===== config.mk =====
export PLATFORM = sky130hd
export DESIGN_NAME = finance_text_pre_tokenizer_core_flat
export DESIGN_NICKNAME = d
export VERILOG_FILES = /design/src/hw/rtl/ftpt_pkg.sv /design/src/hw/rtl/ftpt_stream_if.sv /design/src/hw/rtl/ftpt_scan.sv /design/src/hw/rtl/ftpt_out_reg.sv /design/src/hw/rtl/finance_text_pre_tokenizer_core.sv /design/src/flat_wrapper.sv
export SDC_FILE = /design/constraint.sdc
export NUM_CORES = 1
export LEC_CHECK = 0
export BUFFER_PORTS_ARGS = -buffer_cell sky130_fd_sc_hd__buf_4
export CORE_MARGIN = 4
export CORE_UTILIZATION = 55
export DETAILED_ROUTE_END_ITERATION = 8
export GPL_TIMING_DRIVEN = 0
export PLACE_DENSITY = 0.76
export SETUP_SLACK_MARGIN = 0.5
export SYNTH_ARGS = -nofsm -noshare
export SYNTH_HDL_FRONTEND = slang
export SYNTH_SLANG_ARGS = --single-unit
export TNS_END_PERCENT = 50

===== constraint.sdc =====
create_clock -name clk -period 5.1 [get_ports clk]
set_input_delay 1.02 -clock clk [delete_from_list [all_inputs] [get_ports clk]]
set_output_delay 1.02 -clock clk [all_outputs]
set_load 0.05 [all_outputs]

===== src/hw/rtl/ftpt_pkg.sv =====
// Shared types and constants of the text pre-tokenizer.
// Beat payloads, byte codes and byte-class helpers; no dependencies.
package ftpt_pkg;

	typedef struct packed {
		logic [7:0] text_byte;
	} text_beat_t;

	typedef struct packed {
		logic [7:0] word_byte;
		logic       word_end;
	} word_beat_t;

	// Result of one scan step toward the output register.
	typedef struct packed {
		logic       valid;
		word_beat_t beat;
	} scan_result_t;

	localparam logic [7:0] CH_NUL     = 8'h00;
	localparam logic [7:0] CH_SPACE   = 8'h20;
	localparam logic [7:0] CH_TAB     = 8'h09;
	localparam logic [7:0] CH_CR      = 8'h0D;
	localparam logic [7:0] CH_DOLLAR  = 8'h24;
	localparam logic [7:0] CH_PERCENT = 8'h25;
	localparam logic [7:0] CH_APOS    = 8'h27;
	localparam logic [7:0] CH_COMMA   = 8'h2C;
	localparam logic [7:0] CH_HYPHEN  = 8'h2D;
	localparam logic [7:0] CH_PERIOD  = 8'h2E;
	localparam logic [7:0] CH_SLASH   = 8'h2F;
	localparam logic [7:0] CH_ZERO    = 8'h30;
	localparam logic [7:0] CH_NINE    = 8'h39;
	localparam logic [7:0] CH_UPPER_A = 8'h41;
	localparam logic [7:0] CH_UPPER_Z = 8'h5A;
	localparam logic [7:0] CH_LOWER_A = 8'h61;
	localparam logic [7:0] CH_LOWER_Z = 8'h7A;
	localparam logic [7:0] CASE_DELTA = 8'h20;

	function automatic logic is_space(input logic [7:0] b);
		return (b == CH_SPACE) || ((b >= CH_TAB) && (b <= CH_CR));
	endfunction

	function automatic logic is_digit(input logic [7:0] b);
		return (b >= CH_ZERO) && (b <= CH_NINE);
	endfunction

	function automatic logic is_upper(input logic [7:0] b);
		return (b >= CH_UPPER_A) && (b <= CH_UPPER_Z);
	endfunction

	function automatic logic is_letter(input logic [7:0] b);
		return is_upper(b) || ((b >= CH_LOWER_A) && (b <= CH_LOWER_Z));
	endfunction

	function automatic logic [7:0] to_lower(input logic [7:0] b);
		return is_upper(b) ? (b + CASE_DELTA) : b;
	endfunction

endpackage


===== src/hw/rtl/ftpt_stream_if.sv =====
// Valid/ready stream channel of the text pre-tokenizer.
// Payload type is set per instance from ftpt_pkg beat types.
interface ftpt_stream_if #(
	parameter type T = ftpt_pkg::text_beat_t
) ();
	logic valid;
	logic ready;
	T     data;

	modport source (output valid, output data, input ready);
	modport sink (input valid, input data, output ready);
endinterface


===== src/hw/rtl/ftpt_scan.sv =====
// Word scanner: mode machine with one held byte and a word length count.
// Uses ftpt_pkg byte classes; one accepted text beat per cycle in which step is high.
module ftpt_scan #(
	parameter int MAX_WORD_LEN = 2046,
	parameter int LEN_W        = 11
) (
	input  logic                  clk,
	input  logic                  arst_n,
	input  logic                  step,
	input  logic [7:0]            text_byte,
	output ftpt_pkg::scan_result_t result
);

	typedef enum logic [2:0] {
		MODE_IDLE,
		MODE_DOLLAR,
		MODE_NUM,
		MODE_ALPHA,
		MODE_DONE
	} mode_t;

	localparam logic [LEN_W-1:0] LEN_MAX = LEN_W'(MAX_WORD_LEN);
	localparam logic [LEN_W-1:0] LEN_ONE = LEN_W'(1);

	mode_t            mode_q, mode_d;
	logic [7:0]       held_q, held_d;
	logic [LEN_W-1:0] len_q, len_d;

	logic       do_ext;
	mode_t      ext_mode;
	logic [7:0] ext_byte;
	logic [7:0] low_byte;

	assign low_byte = ftpt_pkg::to_lower(text_byte);

	// Decide whether the byte continues the held word.
	always_comb begin
		do_ext   = 1'b0;
		ext_mode = mode_q;
		ext_byte = text_byte;
		case (mode_q)
			MODE_NUM: begin
				if (ftpt_pkg::is_digit(text_byte) || text_byte == ftpt_pkg::CH_COMMA ||
						text_byte == ftpt_pkg::CH_PERIOD) begin
					do_ext = 1'b1;
				end else if (text_byte == ftpt_pkg::CH_PERCENT) begin
					do_ext   = 1'b1;
					ext_mode = MODE_DONE;
				end
			end
			MODE_ALPHA: begin
				if (ftpt_pkg::is_letter(text_byte) || text_byte == ftpt_pkg::CH_APOS ||
						text_byte == ftpt_pkg::CH_HYPHEN || text_byte == ftpt_pkg::CH_SLASH) begin
					do_ext   = 1'b1;
					ext_byte = low_byte;
				end
			end
			MODE_DOLLAR: begin
				if (ftpt_pkg::is_digit(text_byte)) begin
					do_ext   = 1'b1;
					ext_mode = MODE_NUM;
				end
			end
			default: begin
				do_ext = 1'b0;
			end
		endcase
	end

	always_comb begin
		mode_d                = mode_q;
		held_d                = held_q;
		len_d                 = len_q;
		result.valid          = 1'b0;
		result.beat.word_byte = held_q;
		result.beat.word_end  = 1'b1;
		if (text_byte == ftpt_pkg::CH_NUL) begin
			// Flush the held byte and return to reset.
			result.valid = (mode_q != MODE_IDLE);
			mode_d       = MODE_IDLE;
			held_d       = '0;
			len_d        = '0;
		end else if (do_ext) begin
			// Past the length limit, drop the byte but keep the mode change.
			if (len_q < LEN_MAX) begin
				result.valid         = 1'b1;
				result.beat.word_end = 1'b0;
				held_d               = ext_byte;
				len_d                = len_q + LEN_ONE;
			end
			mode_d = ext_mode;
		end else begin
			result.valid = (mode_q != MODE_IDLE);
			if (ftpt_pkg::is_space(text_byte)) begin
				mode_d = MODE_IDLE;
				held_d = '0;
				len_d  = '0;
			end else begin
				if (text_byte == ftpt_pkg::CH_DOLLAR) begin
					mode_d = MODE_DOLLAR;
				end else if (ftpt_pkg::is_digit(text_byte)) begin
					mode_d = MODE_NUM;
				end else if (ftpt_pkg::is_letter(text_byte)) begin
					mode_d = MODE_ALPHA;
				end else begin
					mode_d = MODE_DONE;
				end
				held_d = low_byte;
				len_d  = LEN_ONE;
			end
		end
	end

	always_ff @(posedge clk or negedge arst_n) begin
		if (!arst_n) begin
			mode_q <= MODE_IDLE;
			held_q <= '0;
			len_q  <= '0;
		end else if (step) begin
			mode_q <= mode_d;
			held_q <= held_d;
			len_q  <= len_d;
		end
	end

`ifndef ASSERT_OFF
	a_len_limit: assert property (@(posedge clk) disable iff (!arst_n)
		len_q <= LEN_MAX)
		else $error("word length above limit");

	a_idle_len: assert property (@(posedge clk) disable iff (!arst_n)
		(mode_q == MODE_IDLE) |-> (len_q == '0))
		else $error("idle with nonzero word length");

	a_busy_len: assert property (@(posedge clk) disable iff (!arst_n)
		(mode_q != MODE_IDLE) |-> (len_q != '0))
		else $error("held word with zero length");

	a_nul_flush: assert property (@(posedge clk) disable iff (!arst_n)
		(step && text_byte == ftpt_pkg::CH_NUL) |=> (mode_q == MODE_IDLE))
		else $error("end of text did not return to idle");
`endif

endmodule


===== src/hw/rtl/ftpt_out_reg.sv =====
// Output register of the text pre-tokenizer word channel.
// Holds one result beat; uses ftpt_pkg beat types.
module ftpt_out_reg (
	input  logic                  clk,
	input  logic                  arst_n,
	input  logic                  load,
	input  ftpt_pkg::word_beat_t  beat,
	input  logic                  sink_ready,
	output logic                  can_take,
	output logic                  valid,
	output ftpt_pkg::word_beat_t  data
);

	logic                 valid_q;
	ftpt_pkg::word_beat_t beat_q;

	// A new beat may enter when the register is empty or drains this cycle.
	assign can_take = !valid_q || sink_ready;
	assign valid    = valid_q;
	assign data     = beat_q;

	always_ff @(posedge clk or negedge arst_n) begin
		if (!arst_n) begin
			valid_q <= 1'b0;
		end else if (load) begin
			valid_q <= 1'b1;
		end else if (sink_ready) begin
			valid_q <= 1'b0;
		end
	end

	always_ff @(posedge clk) begin
		if (load) begin
			beat_q <= beat;
		end
	end

endmodule


===== src/hw/rtl/finance_text_pre_tokenizer_core.sv =====
// Top level of the text pre-tokenizer.
// Uses ftpt_pkg, ftpt_stream_if, ftpt_scan and ftpt_out_reg.

// Takes one text byte per cycle and gives at most one word byte per byte
// taken, with word_end on the last byte of each word. Whitespace is dropped,
// letters are lowercased, and a zero byte flushes the held byte and resets.
// Each word byte is held back in the scanner until the byte that ends or
// continues its word is taken, and then passes through the output register;
// a byte is taken in every cycle in which the output register is empty or is
// being emptied, so the rate is one byte per cycle whenever the downstream
// side keeps up. Bytes beyond MAX_WORD_LEN in a word are taken and dropped.
module finance_text_pre_tokenizer_core #(
	parameter int MAX_WORD_LEN = 2046
) (
	input  logic          clk,
	input  logic          arst_n,
	ftpt_stream_if.sink   text,
	ftpt_stream_if.source words
);

	localparam int LEN_W = $clog2(MAX_WORD_LEN + 1);

	ftpt_pkg::scan_result_t result;
	ftpt_pkg::text_beat_t   text_beat;
	ftpt_pkg::word_beat_t   word_beat;
	logic                   can_take;
	logic                   step;

	assign text_beat  = text.data;
	assign text.ready = can_take;
	assign step       = text.valid && can_take;
	assign words.data = word_beat;

	ftpt_scan #(
		.MAX_WORD_LEN (MAX_WORD_LEN),
		.LEN_W        (LEN_W)
	) u_scan (
		.clk       (clk),
		.arst_n    (arst_n),
		.step      (step),
		.text_byte (text_beat.text_byte),
		.result    (result)
	);

	ftpt_out_reg u_out_reg (
		.clk        (clk),
		.arst_n     (arst_n),
		.load       (step && result.valid),
		.beat       (result.beat),
		.sink_ready (words.ready),
		.can_take   (can_take),
		.valid      (words.valid),
		.data       (word_beat)
	);

endmodule


===== src/flat_wrapper.sv =====
// flat-port wrapper written by rule: the top's interface ports become plain ports
module finance_text_pre_tokenizer_core_flat 
#(
	parameter int MAX_WORD_LEN = 2046
)
  (clk, arst_n, text_valid, text_data, text_ready, words_valid, words_data, words_ready);
  ftpt_stream_if #(.T(ftpt_pkg::text_beat_t)) text_i ();
  ftpt_stream_if #(.T(ftpt_pkg::word_beat_t)) words_i ();
  input  logic clk;
  input  logic arst_n;
  input wire logic [$bits(text_i.valid)-1:0] text_valid;
  input wire logic [$bits(text_i.data)-1:0] text_data;
  output wire logic [$bits(text_i.ready)-1:0] text_ready;
  output wire logic [$bits(words_i.valid)-1:0] words_valid;
  output wire logic [$bits(words_i.data)-1:0] words_data;
  input wire logic [$bits(words_i.ready)-1:0] words_ready;
  assign text_i.valid = text_valid;
  assign text_i.data = text_data;
  assign text_ready = text_i.ready;
  assign words_valid = words_i.valid;
  assign words_data = words_i.data;
  assign words_i.ready = words_ready;
  finance_text_pre_tokenizer_core #(.MAX_WORD_LEN(MAX_WORD_LEN)) u_core (.clk(clk), .arst_n(arst_n), .text(text_i), .words(words_i));
endmodule

==> flow_summary.yaml, run 1 <==
run_status:
  status: "finished, final reports clean"
clock_tree:
  clk_latency_ns: 0.33
  cts-root-buf: "clkbuf_4"
  htree_levels: 2
  clk_pin_slew_ns: 0.10
  cts.repair.resized: 0
  postCtsHoldBufs: 0
  cts_inserted_buffers: 5
  clk_path_buf_depth: 2
  cts_setup_buffers: 0
  tritoncts: "yes"
  cts_sinks: 32
timing:
  final.period_utilization_pct: 69.1
  fin_crit_ns: 3.52
  skew_ns: 0.00286
  rsz0062_at_grt: "false"
  hold_violations: 0
  tns_ns: 0
  tightestPinTransition_ns: 0.745
  fmax_ghz: 0.284
  relSlewSlack_pct: 50.1
  setup_violations: 0
  drv_slew: 0
  holdWs_ns: 0.457
yosys:
  synth_top_cell_by_area: "dfrtp_1"
  syn_area_um2: 1850
  netlist_instances: 182
  ys_ff_latch: 32
  yosysWarnings: 0
  syn_nets: 197
  synth-main-ff-cell: "dfrtp_1"
  syn_area_per_cell_um2: 10.2
  netlist_top_cells_area: "dfrtp_1 (31%), edfxtp_1 (15%), nand2_1 (4.3%), mux2i_1 (3.8%), nor2_1 (3.5%)"
  synth_top_area_share_pct: 31.1
  yosysMostFrequentCell: "dfrtp_1"
  netlist_top_cells_count: "dfrtp_1 (23), nand2_1 (21), nor2_1 (17)"
  async_flop_share_pct: 71.9
  synth-seq-area-share_pct: 45.7
  yosysUniqueCellTypes: 56
  synth-edff-count: 9
finish:
  finalNetCount: 223
  fill_cells: 252
  fin_area_um2: 2100
  syn2layout_area_growth_pct: 13.7
  instances_no_fill: 253
  drive_gt1_share_pct: 19.6
  multiInputGateArea_um2: 923
  diodes: 0
  regArea_um2: 846
setup_path:
  startpoint_type: "input port"
  ff2ff_path_depth: 7
  crit_top_cell: "nor2_1"
  worstPathArrival_ns: 3.50
  r2r-start: "u_core.u_scan.mode_q[0]$_DFFE_PN0P_"
  worstSetupEndpointType: "register"
  slowest_delay_ns: 0.59
  cp_slowest_cell: "nor2_1"
  worstSetupPathType: "input port to register"
  rr_endpoint: "u_core.u_out_reg.data[8]$_DFFE_PP_"
  rrSetupSlack_ns: 2.39
  crit_family: "compound AO/OA/AOI/OAI gates"
  cp_cell_sequence: "buf_4, clkbuf_1, nor2_1, a32oi_1, o32ai_2, a211o_1, buf_6, a21o_1, nor2_1"
  worstPathRequired_ns: 5.08
  crit_buf_inv: 3
  crit_path_max_fanout: 10
grt:
  top_usage_layer: "met2"
  grt_antenna_before_repair: 0
  gr-total-overflow: 0
  grt_max_degree: 24
  grtUsageMet2_pct: 30.2
  grt.total_usage_pct: 20.1
  grt_pass1_wl_um: 6690
  grt_pass1_vias: 1431
  met1_usage_pct: 27.6
  global_route.usage.met3_pct: 4.93
power_and_ir_drop:
  netSwitchingPower_mw: 0.203
  intPower_mw: 0.403
  clock_power_share_pct: 23.4
  sequentialPowerShare_pct: 51.8
  ir_drop_mv: 0.174
  power_per_cell_area_nw_per_um2: 288
  finalPower_mw: 0.606
  sw_frac_of_total_pct: 33.5
  combPwrFrac_pct: 24.8
  leakage_nw: 0.935
placement:
  dp_cells: 245
  post-dp-hpwl_um: 2820
  routabilityCongestion: 0.918
  numPortBuffers: 19
  placed_area_um2: 2050
drt:
  drtIter0Drc: 129
  wirelength_um: 3830
  antenna_left: 0
  firstDrtPassIters: 4
  vias: 1521
  avgRoutedWirePerCell_um: 15.2
  drc_errors: 0
  vias_per_cell: 6.01
floorplan:
  die_w_um: 66.0
  rows: 20
  core_um2: 3130
  die-area_um2: 4350
  start_util_pct: 59.1
  die_y_um: 66.0
  io_pins: 23
hold_path:
  min_to: "u_core.u_out_reg.data[4]$_DFFE_PP_"
  hp-class: "register to register"
  hold_path_depth: 0
  hold_start: "u_core.u_scan.held_q[3]$_DFFE_PN0P_"
job:
  cap_violations: 0
[stage by stage]
step,utilization (%),setup slack (ns)
2_1_floorplan,-,1.58
3_3_place_gp,65.4,1.30
3_5_place_dp,65.4,1.25
4_1_cts,67.2,1.59
5_1_grt,67.2,1.40
6_report,67.2,1.58
[cell usage in the layout (no fill, tap or decap), types with 3 or more instances in the layout]
master and count:
a211o_1 3, a21o_1 6, a21oi_1 8, a22o_1 4
and2_1 3, and3_1 3, buf_4 20, clkbuf_1 4
clkbuf_4 5, dfrtp_1 23, edfxtp_1 9, ha_1 3
inv_1 8, mux2i_1 7, nand2_1 21, nor2_1 17
nor3_1 4, nor4_1 3, o21ai_0 5
[worst max path at each step]
| stage | start | end | slack [ns] | cells past startpoint |
|---|---|---|---|---|
| final | text_data[2] | u_core.u_out_reg.data[8]$_DFFE_PP_ | 1.58 | 9 |
| after CTS | text_data[2] | u_core.u_out_reg.data[8]$_DFFE_PP_ | 1.59 | 9 |
| after global routing | text_data[2] | u_core.u_out_reg.data[7]$_DFFE_PP_ | 1.40 | 9 |
| after floorplan | text_data[3] | u_core.u_out_reg.data[0]$_SDFFCE_PN1P_ | 1.58 | 8 |
| after detailed placement | text_data[2] | u_core.u_out_reg.data[7]$_DFFE_PP_ | 1.25 | 9 |
| after global placement | text_data[2] | u_core.u_out_reg.data[7]$_DFFE_PP_ | 1.30 | 9 |
[metal layers]
layer	routed length [um]	vias up
met5	0	-
met4	51	0
met2	1760	56
met3	240	6
met1	1780	724
li1	-	735
[state kept, by name, indices dropped and copies added (netlist names)]
signal	count
u_core.u_out_reg.data	9
u_core.u_out_reg.valid	1
u_core.u_scan.held_q	8
u_core.u_scan.len_q	11
u_core.u_scan.mode_q	3
[final cells by class]
class	count	area share, %
Sequential cell	32	40.2
Clock buffer	5	1.78
Buffer	8	2.38
Tap cell	44	2.62
Clock inverter	3	0.892
Timing Repair Buffer	19	6.78
Inverter	8	1.43
Multi-Input combinational cell	134	43.9
[power groups by stage]
| stage | registers [mW] | logic, mW | clock network (mW) |
|---|---|---|---|
| floorplan | 0.355 | 0.0673 | 0 |
| CTS | 0.314 | 0.151 | 0.144 |
| global route | 0.318 | 0.163 | 0.161 |
| detailed placement | 0.320 | 0.151 | 0 |
| global placement | 0.317 | 0.147 | 0 |
| finish | 0.314 | 0.151 | 0.142 |
[cells by family (layout without fill, tap and decap cells)]
logic type	Yosys count	in the layout	share of synthesized area, %
adder cells (fa/ha/maj)	3	3	2.03
multiplexers	10	10	5.82
AO/OA/AOI/OAI	47	47	19.8
XOR/XNOR	3	3	1.42
flip-flops	32	32	45.7
buffers and inverters	16	43	4.33
AND/OR/NAND/NOR	71	71	20.8
(Power assumes the default switching activity.)
==> run 2: changes to the inputs <==
==> constraint.sdc (replaced) <==
create_clock -name clk -period 3.5 [get_ports clk]
set_input_delay 0.7 -clock clk [delete_from_list [all_inputs] [get_ports clk]]
set_output_delay 0.7 -clock clk [all_outputs]
set_load 0.05 [all_outputs]
==> run 2 against run 1 <==
  * First-iteration DRC count shrank 21%
  * Power grew 58%
  * Setup slack got worse by 0.93 ns
  * Sequential power is 46% higher
  * Critical path depth did not move
  * Core utilization rose by 0.88 points
  * Clock-buffer cell count rose by 1
  * Critical path type unchanged
  * Critical endpoint is now u_core.u_out_reg.data[6]$_DFFE_PP_
  * Largest power group unchanged
==> flow_summary.yaml, run 2 (synthesized netlist as in run 1, its figures left out) <==
timing:
  setup_violations: 0
  relSlewSlack_pct: 56.4
  hold_violations: 0
  setup_slack_ns: 0.650
  fin_crit_ns: 2.85
  final.period_utilization_pct: 81.4
  drv_slew: 0
  rsz0062_at_grt: "false"
  tightestPinTransition_ns: 0.648
  fmax_ghz: 0.351
  skew_ns: 0.0157
  tns_ns: 0
clock_tree:
  cts_sinks: 32
  tritoncts: "yes"
  cts-root-buf: "clkbuf_4"
  clk_path_buf_depth: 2
  clk_latency_ns: 0.35
  clk_pin_slew_ns: 0.11
  cts_inserted_buffers: 5
  cts_setup_buffers: 0
  cts.repair.resized: 0
  postCtsHoldBufs: 0
  htree_levels: 2
finish:
  top_register: "u_core.u_scan.len_q"
  syn2layout_area_growth_pct: 15.2
  largest_register_ffs: 11
  diodes: 0
  mostFrequentLayoutCells: "dfrtp_1 (23), nand2_1 (21), buf_4 (20), nor2_1 (16), edfxtp_1 (9)"
  final_common_cell: "dfrtp_1"
  finalNetCount: 223
  drive_gt1_share_pct: 19.6
grt:
  grt_max_degree: 24
  gr-total-overflow: 0
  grt_antenna_before_repair: 0
  grt_pass1_wl_um: 7100
  grt_pass1_vias: 1532
  grt.total_usage_pct: 21.5
floorplan:
  io_pins: 23
  rows: 20
  die-area_um2: 4350
  start_util_pct: 59.1
  die_w_um: 66.0
  die_y_um: 66.0
  core_um2: 3130
drt:
  wirelength_um: 4060
  avgRoutedWirePerCell_um: 16.0
  drtIter0Drc: 102
  vias: 1528
  vias_per_cell: 6.04
  drc_errors: 0
  antenna_left: 0
  firstDrtPassIters: 4
power_and_ir_drop:
  ir_drop_mv: 0.213
  netSwitchingPower_mw: 0.298
  leakage_nw: 0.943
  intPower_mw: 0.661
  power_per_cell_area_nw_per_um2: 450
  clock_power_share_pct: 29.0
  sw_frac_of_total_pct: 31.1
  combPwrFrac_pct: 23.3
  sequentialPowerShare_pct: 47.7
placement:
  post-dp-hpwl_um: 2940
  routabilityCongestion: 0.903
  pre_cts_slack_ns: 0.310
  numPortBuffers: 19
setup_path:
  worstPathArrival_ns: 2.88
  worstSetupPathType: "input port to register"
  worstPathRequired_ns: 3.53
  rrSetupSlack_ns: 1.01
  worstSetupEndpointType: "register"
  crit_path_max_fanout: 10
  startpoint_type: "input port"
run_status:
  status: "finished, final reports clean"
hold_path:
  hp-class: "input port to asynchronous set/reset pin"
job:
  cap_violations: 0
==> run 2: cell types whose count changed in the layout (fill, tap and decap cells not counted), sizes merged <==
cell,previous run,this run
bufinv,0,1
clkbuf,9,10
clkinv,3,1
==> run 2: critical path: stages <==
cell      delay [ns]
buf_4           0.08
clkbuf_1        0.41
nor2_1          0.16
a32oi_1         0.32
o32ai_2         0.15
a211o_1         0.38
buf_6           0.17
a21o_1          0.24
nor2_4          0.26
==> run 2: final timing paths <==
path / startpoint / end / cells after the start
worst min register to register: u_core.u_scan.held_q[1]$_DFFE_PN0P_ / u_core.u_out_reg.data[2]$_DFFE_PP_ / 0
max in group asynchronous: arst_n / u_core.u_scan.mode_q[1]$_DFFE_PN0P_ / 1
worst max register to register: u_core.u_scan.mode_q[2]$_DFFE_PN0P_ / u_core.u_scan.held_q[4]$_DFFE_PN0P_ / 7
min in group clk: u_core.u_scan.held_q[1]$_DFFE_PN0P_ / u_core.u_out_reg.data[2]$_DFFE_PP_ / 0
worst max-delay path: text_data[2] / u_core.u_out_reg.data[6]$_DFFE_PP_ / 9
worst min-delay path: arst_n / u_core.u_scan.len_q[2]$_DFFE_PN0P_ / 1
==> run 2: per-layer routing <==
layer  vias to the layer above  routed length (um)  global-route usage, %  share of wire (%)
li1                        736                   -                      -                  -
met1                       742                1840                   28.0                 45
met2                        43                1960                   33.7                 48
met3                         7                 198                   5.27                4.9
met4                         0                  65                   9.90                1.6
met5                         -                   0                      0                  0
==> run 2: area by class of cell <==
class                      count  area [um2]
fill                         251         997
tap                           44        55.1
buffer                         8        50.0
multi-input combinational    134         931
sequential                    32         846
clock inverter                 2        35.0
inverter                       8        30.0
timing repair buffer          19         143
clock buffer                   6        41.3
==> run 2: power by group through the flow <==
stage               clock network, mW  logic [mW]  registers, mW
finish                          0.278       0.224          0.457
detailed placement                  0       0.224          0.465
floorplan                           0       0.101          0.517
global route                    0.304       0.240          0.464
global placement                    0       0.217          0.462
CTS                             0.278       0.225          0.457
==> run 2: per-stage QoR <==
| stage | power (mW) | cell area, um2 | hold WS, ns | util (%) | cells |
|---|---|---|---|---|---|
| 6_report | 0.959 | 2130 | 0.226 | 68.1 | 253 |
| 5_1_grt | 1.01 | 2130 | 0.234 | 68.1 | 253 |
| 4_1_cts | 0.960 | 2130 | 0.239 | 68.1 | 253 |
| 3_5_place_dp | 0.689 | 2050 | 0.436 | 65.7 | 245 |
| 3_3_place_gp | 0.679 | 2050 | 0.425 | 65.7 | 245 |
| 2_1_floorplan | 0.618 | 1860 | 0.404 | - | 182 |
==> run 3: changes to the inputs <==
==> constraint.sdc (replaced) <==
create_clock -name clk -period 2.8 [get_ports clk]
set_input_delay 0.56 -clock clk [delete_from_list [all_inputs] [get_ports clk]]
set_output_delay 0.56 -clock clk [all_outputs]
set_load 0.05 [all_outputs]
==> run 3 against run 2 <==
  * Core utilization rose by 6.3 points
  * Cell count is 5.5% higher
  * Largest power group unchanged
  * Largest cell class unchanged
  * Routed wire length up 7.0%
  * Sequential power grew 26%
==> flow_summary.yaml, run 3 (synthesized netlist as in run 1, its figures left out) <==
floorplan:
  io_pins: 23
  die_w_um: 66.0
  die_y_um: 66.0
  core_um2: 3130
  die-area_um2: 4350
  start_util_pct: 59.1
  rows: 20
finish:
  utilization_pct: 74.4
  syn2layout_area_growth_pct: 25.9
  mostFrequentLayoutCells: "buf_4 (26), dfrtp_1 (23), nand2_1 (21), nor2_1 (16), edfxtp_1 (9)"
  drive_gt1_share_pct: 26.9
  final_common_cell: "buf_4"
  finalNetCount: 237
  fin_area_um2: 2330
  top_register: "u_core.u_scan.len_q"
  largest_register_ffs: 11
  diodes: 0
clock_tree:
  cts-root-buf: "clkbuf_4"
  tritoncts: "yes"
  clk_path_buf_depth: 2
  cts_inserted_buffers: 5
  cts_sinks: 32
  htree_levels: 2
  postCtsHoldBufs: 0
  clk_pin_slew_ns: 0.10
  clk_latency_ns: 0.34
drt:
  vias_per_cell: 6.10
  drtIter0Drc: 129
  wirelength_um: 4340
  firstDrtPassIters: 4
  drc_errors: 0
  vias: 1628
  antenna_left: 0
  avgRoutedWirePerCell_um: 16.3
timing:
  hold_violations: 0
  drv_slew: 0
  relSlewSlack_pct: 59.8
  tns_ns: 0
  setup_violations: 0
  fmax_ghz: 0.403
  final.period_utilization_pct: 88.7
  skew_ns: 0.00799
  fin_crit_ns: 2.48
  rsz0062_at_grt: "true"
  tightestPinTransition_ns: 0.597
placement:
  routabilityCongestion: 0.911
  numPortBuffers: 19
  post-dp-hpwl_um: 2910
  placed_area_um2: 2070
hold_path:
  hp-class: "input port to asynchronous set/reset pin"
setup_path:
  worstPathArrival_ns: 2.55
  worstSetupPathType: "input port to register"
  worstSetupEndpointType: "register"
  worstPathRequired_ns: 2.87
  startpoint_type: "input port"
  crit_path_max_fanout: 5
power_and_ir_drop:
  power_per_cell_area_nw_per_um2: 500
  leakage_nw: 1.05
  finalPower_mw: 1.16
  ir_drop_mv: 0.268
grt:
  grt_pass1_wl_um: 7210
  grt_pass1_vias: 1593
  grt_antenna_before_repair: 0
  grt_max_degree: 24
  gr-total-overflow: 0
  grt.total_usage_pct: 21.8
job:
  cap_violations: 0
run_status:
  status: "finished, final reports clean"
run 3: cell type report:
class | count | area [um2]
multi-input cells | 134 | 970
well taps | 44 | 55.1
repair buffers | 33 | 315
clock buffers | 5 | 37.5
fillers | 205 | 800
flip-flops and latches | 32 | 846
clock inverters | 3 | 13.8
plain buffers | 8 | 61.3
inverters | 8 | 30.0
run 3: per-layer routing:
metal,share of wire (%),global-route usage (%),vias up
met3,6.9,5.95,16
met4,2.6,10.4,0
met1,40,25.9,786
li1,-,-,761
met5,0,0,-
met2,50,36.4,65
run 3: final timing paths:
path / end / from / slack (ns) / cells past startpoint
setup / recovery: u_core.u_out_reg.data[2]$_DFFE_PP_ / text_data[4] / 0.32 / 10
hold / removal: u_core.u_scan.len_q[0]$_DFFE_PN0P_ / arst_n / 0.09 / 1
setup reg to reg: u_core.u_out_reg.data[2]$_DFFE_PP_ / u_core.u_scan.mode_q[0]$_DFFE_PN0P_ / 0.48 / 9
hold reg to reg: u_core.u_out_reg.data[7]$_DFFE_PP_ / u_core.u_scan.held_q[6]$_DFFE_PN0P_ / 0.45 / 0
max in group asynchronous: u_core.u_scan.len_q[7]$_DFFE_PN0P_ / arst_n / 2.47 / 1
min in group clk: u_core.u_out_reg.data[7]$_DFFE_PP_ / u_core.u_scan.held_q[6]$_DFFE_PN0P_ / 0.45 / 0
run 3: repair_timing:
action | in CTS | in global routing
gates resized for setup | 10 | 7
setup endpoints to repair | 30 | 30
pin swaps | 2 | 4
cloned | 1 | 0
buffers inserted | 12 | 1
run 3: metrics by stage:
step / setup WS (ns) / std cells / hold WS, ns
after CTS: 0.383 / 266 / 0.0999
after global placement: -0.162 / 245 / 0.425
final: 0.318 / 267 / 0.0933
after floorplan: 0.0531 / 182 / 0.264
after global routing: 0.292 / 267 / 0.104
after detailed placement: -0.218 / 245 / 0.427
run 3: power by group:
part	internal (mW)	switching, mW	leakage, nW
clock	0.0919	0.158	0.0324
sequential	0.543	0.0314	0.379
combinational	0.141	0.198	0.637
total	0.776	0.388	1.05
run 3: critical path, stage by stage:
cell and delay (ns):
buf_12 0.10, or4_4 0.57, o2111ai_4 0.20, o32ai_2 0.13
a211o_1 0.31, buf_6 0.14, a21o_4 0.21, nor2_4 0.11
buf_6 0.12, buf_16 0.10
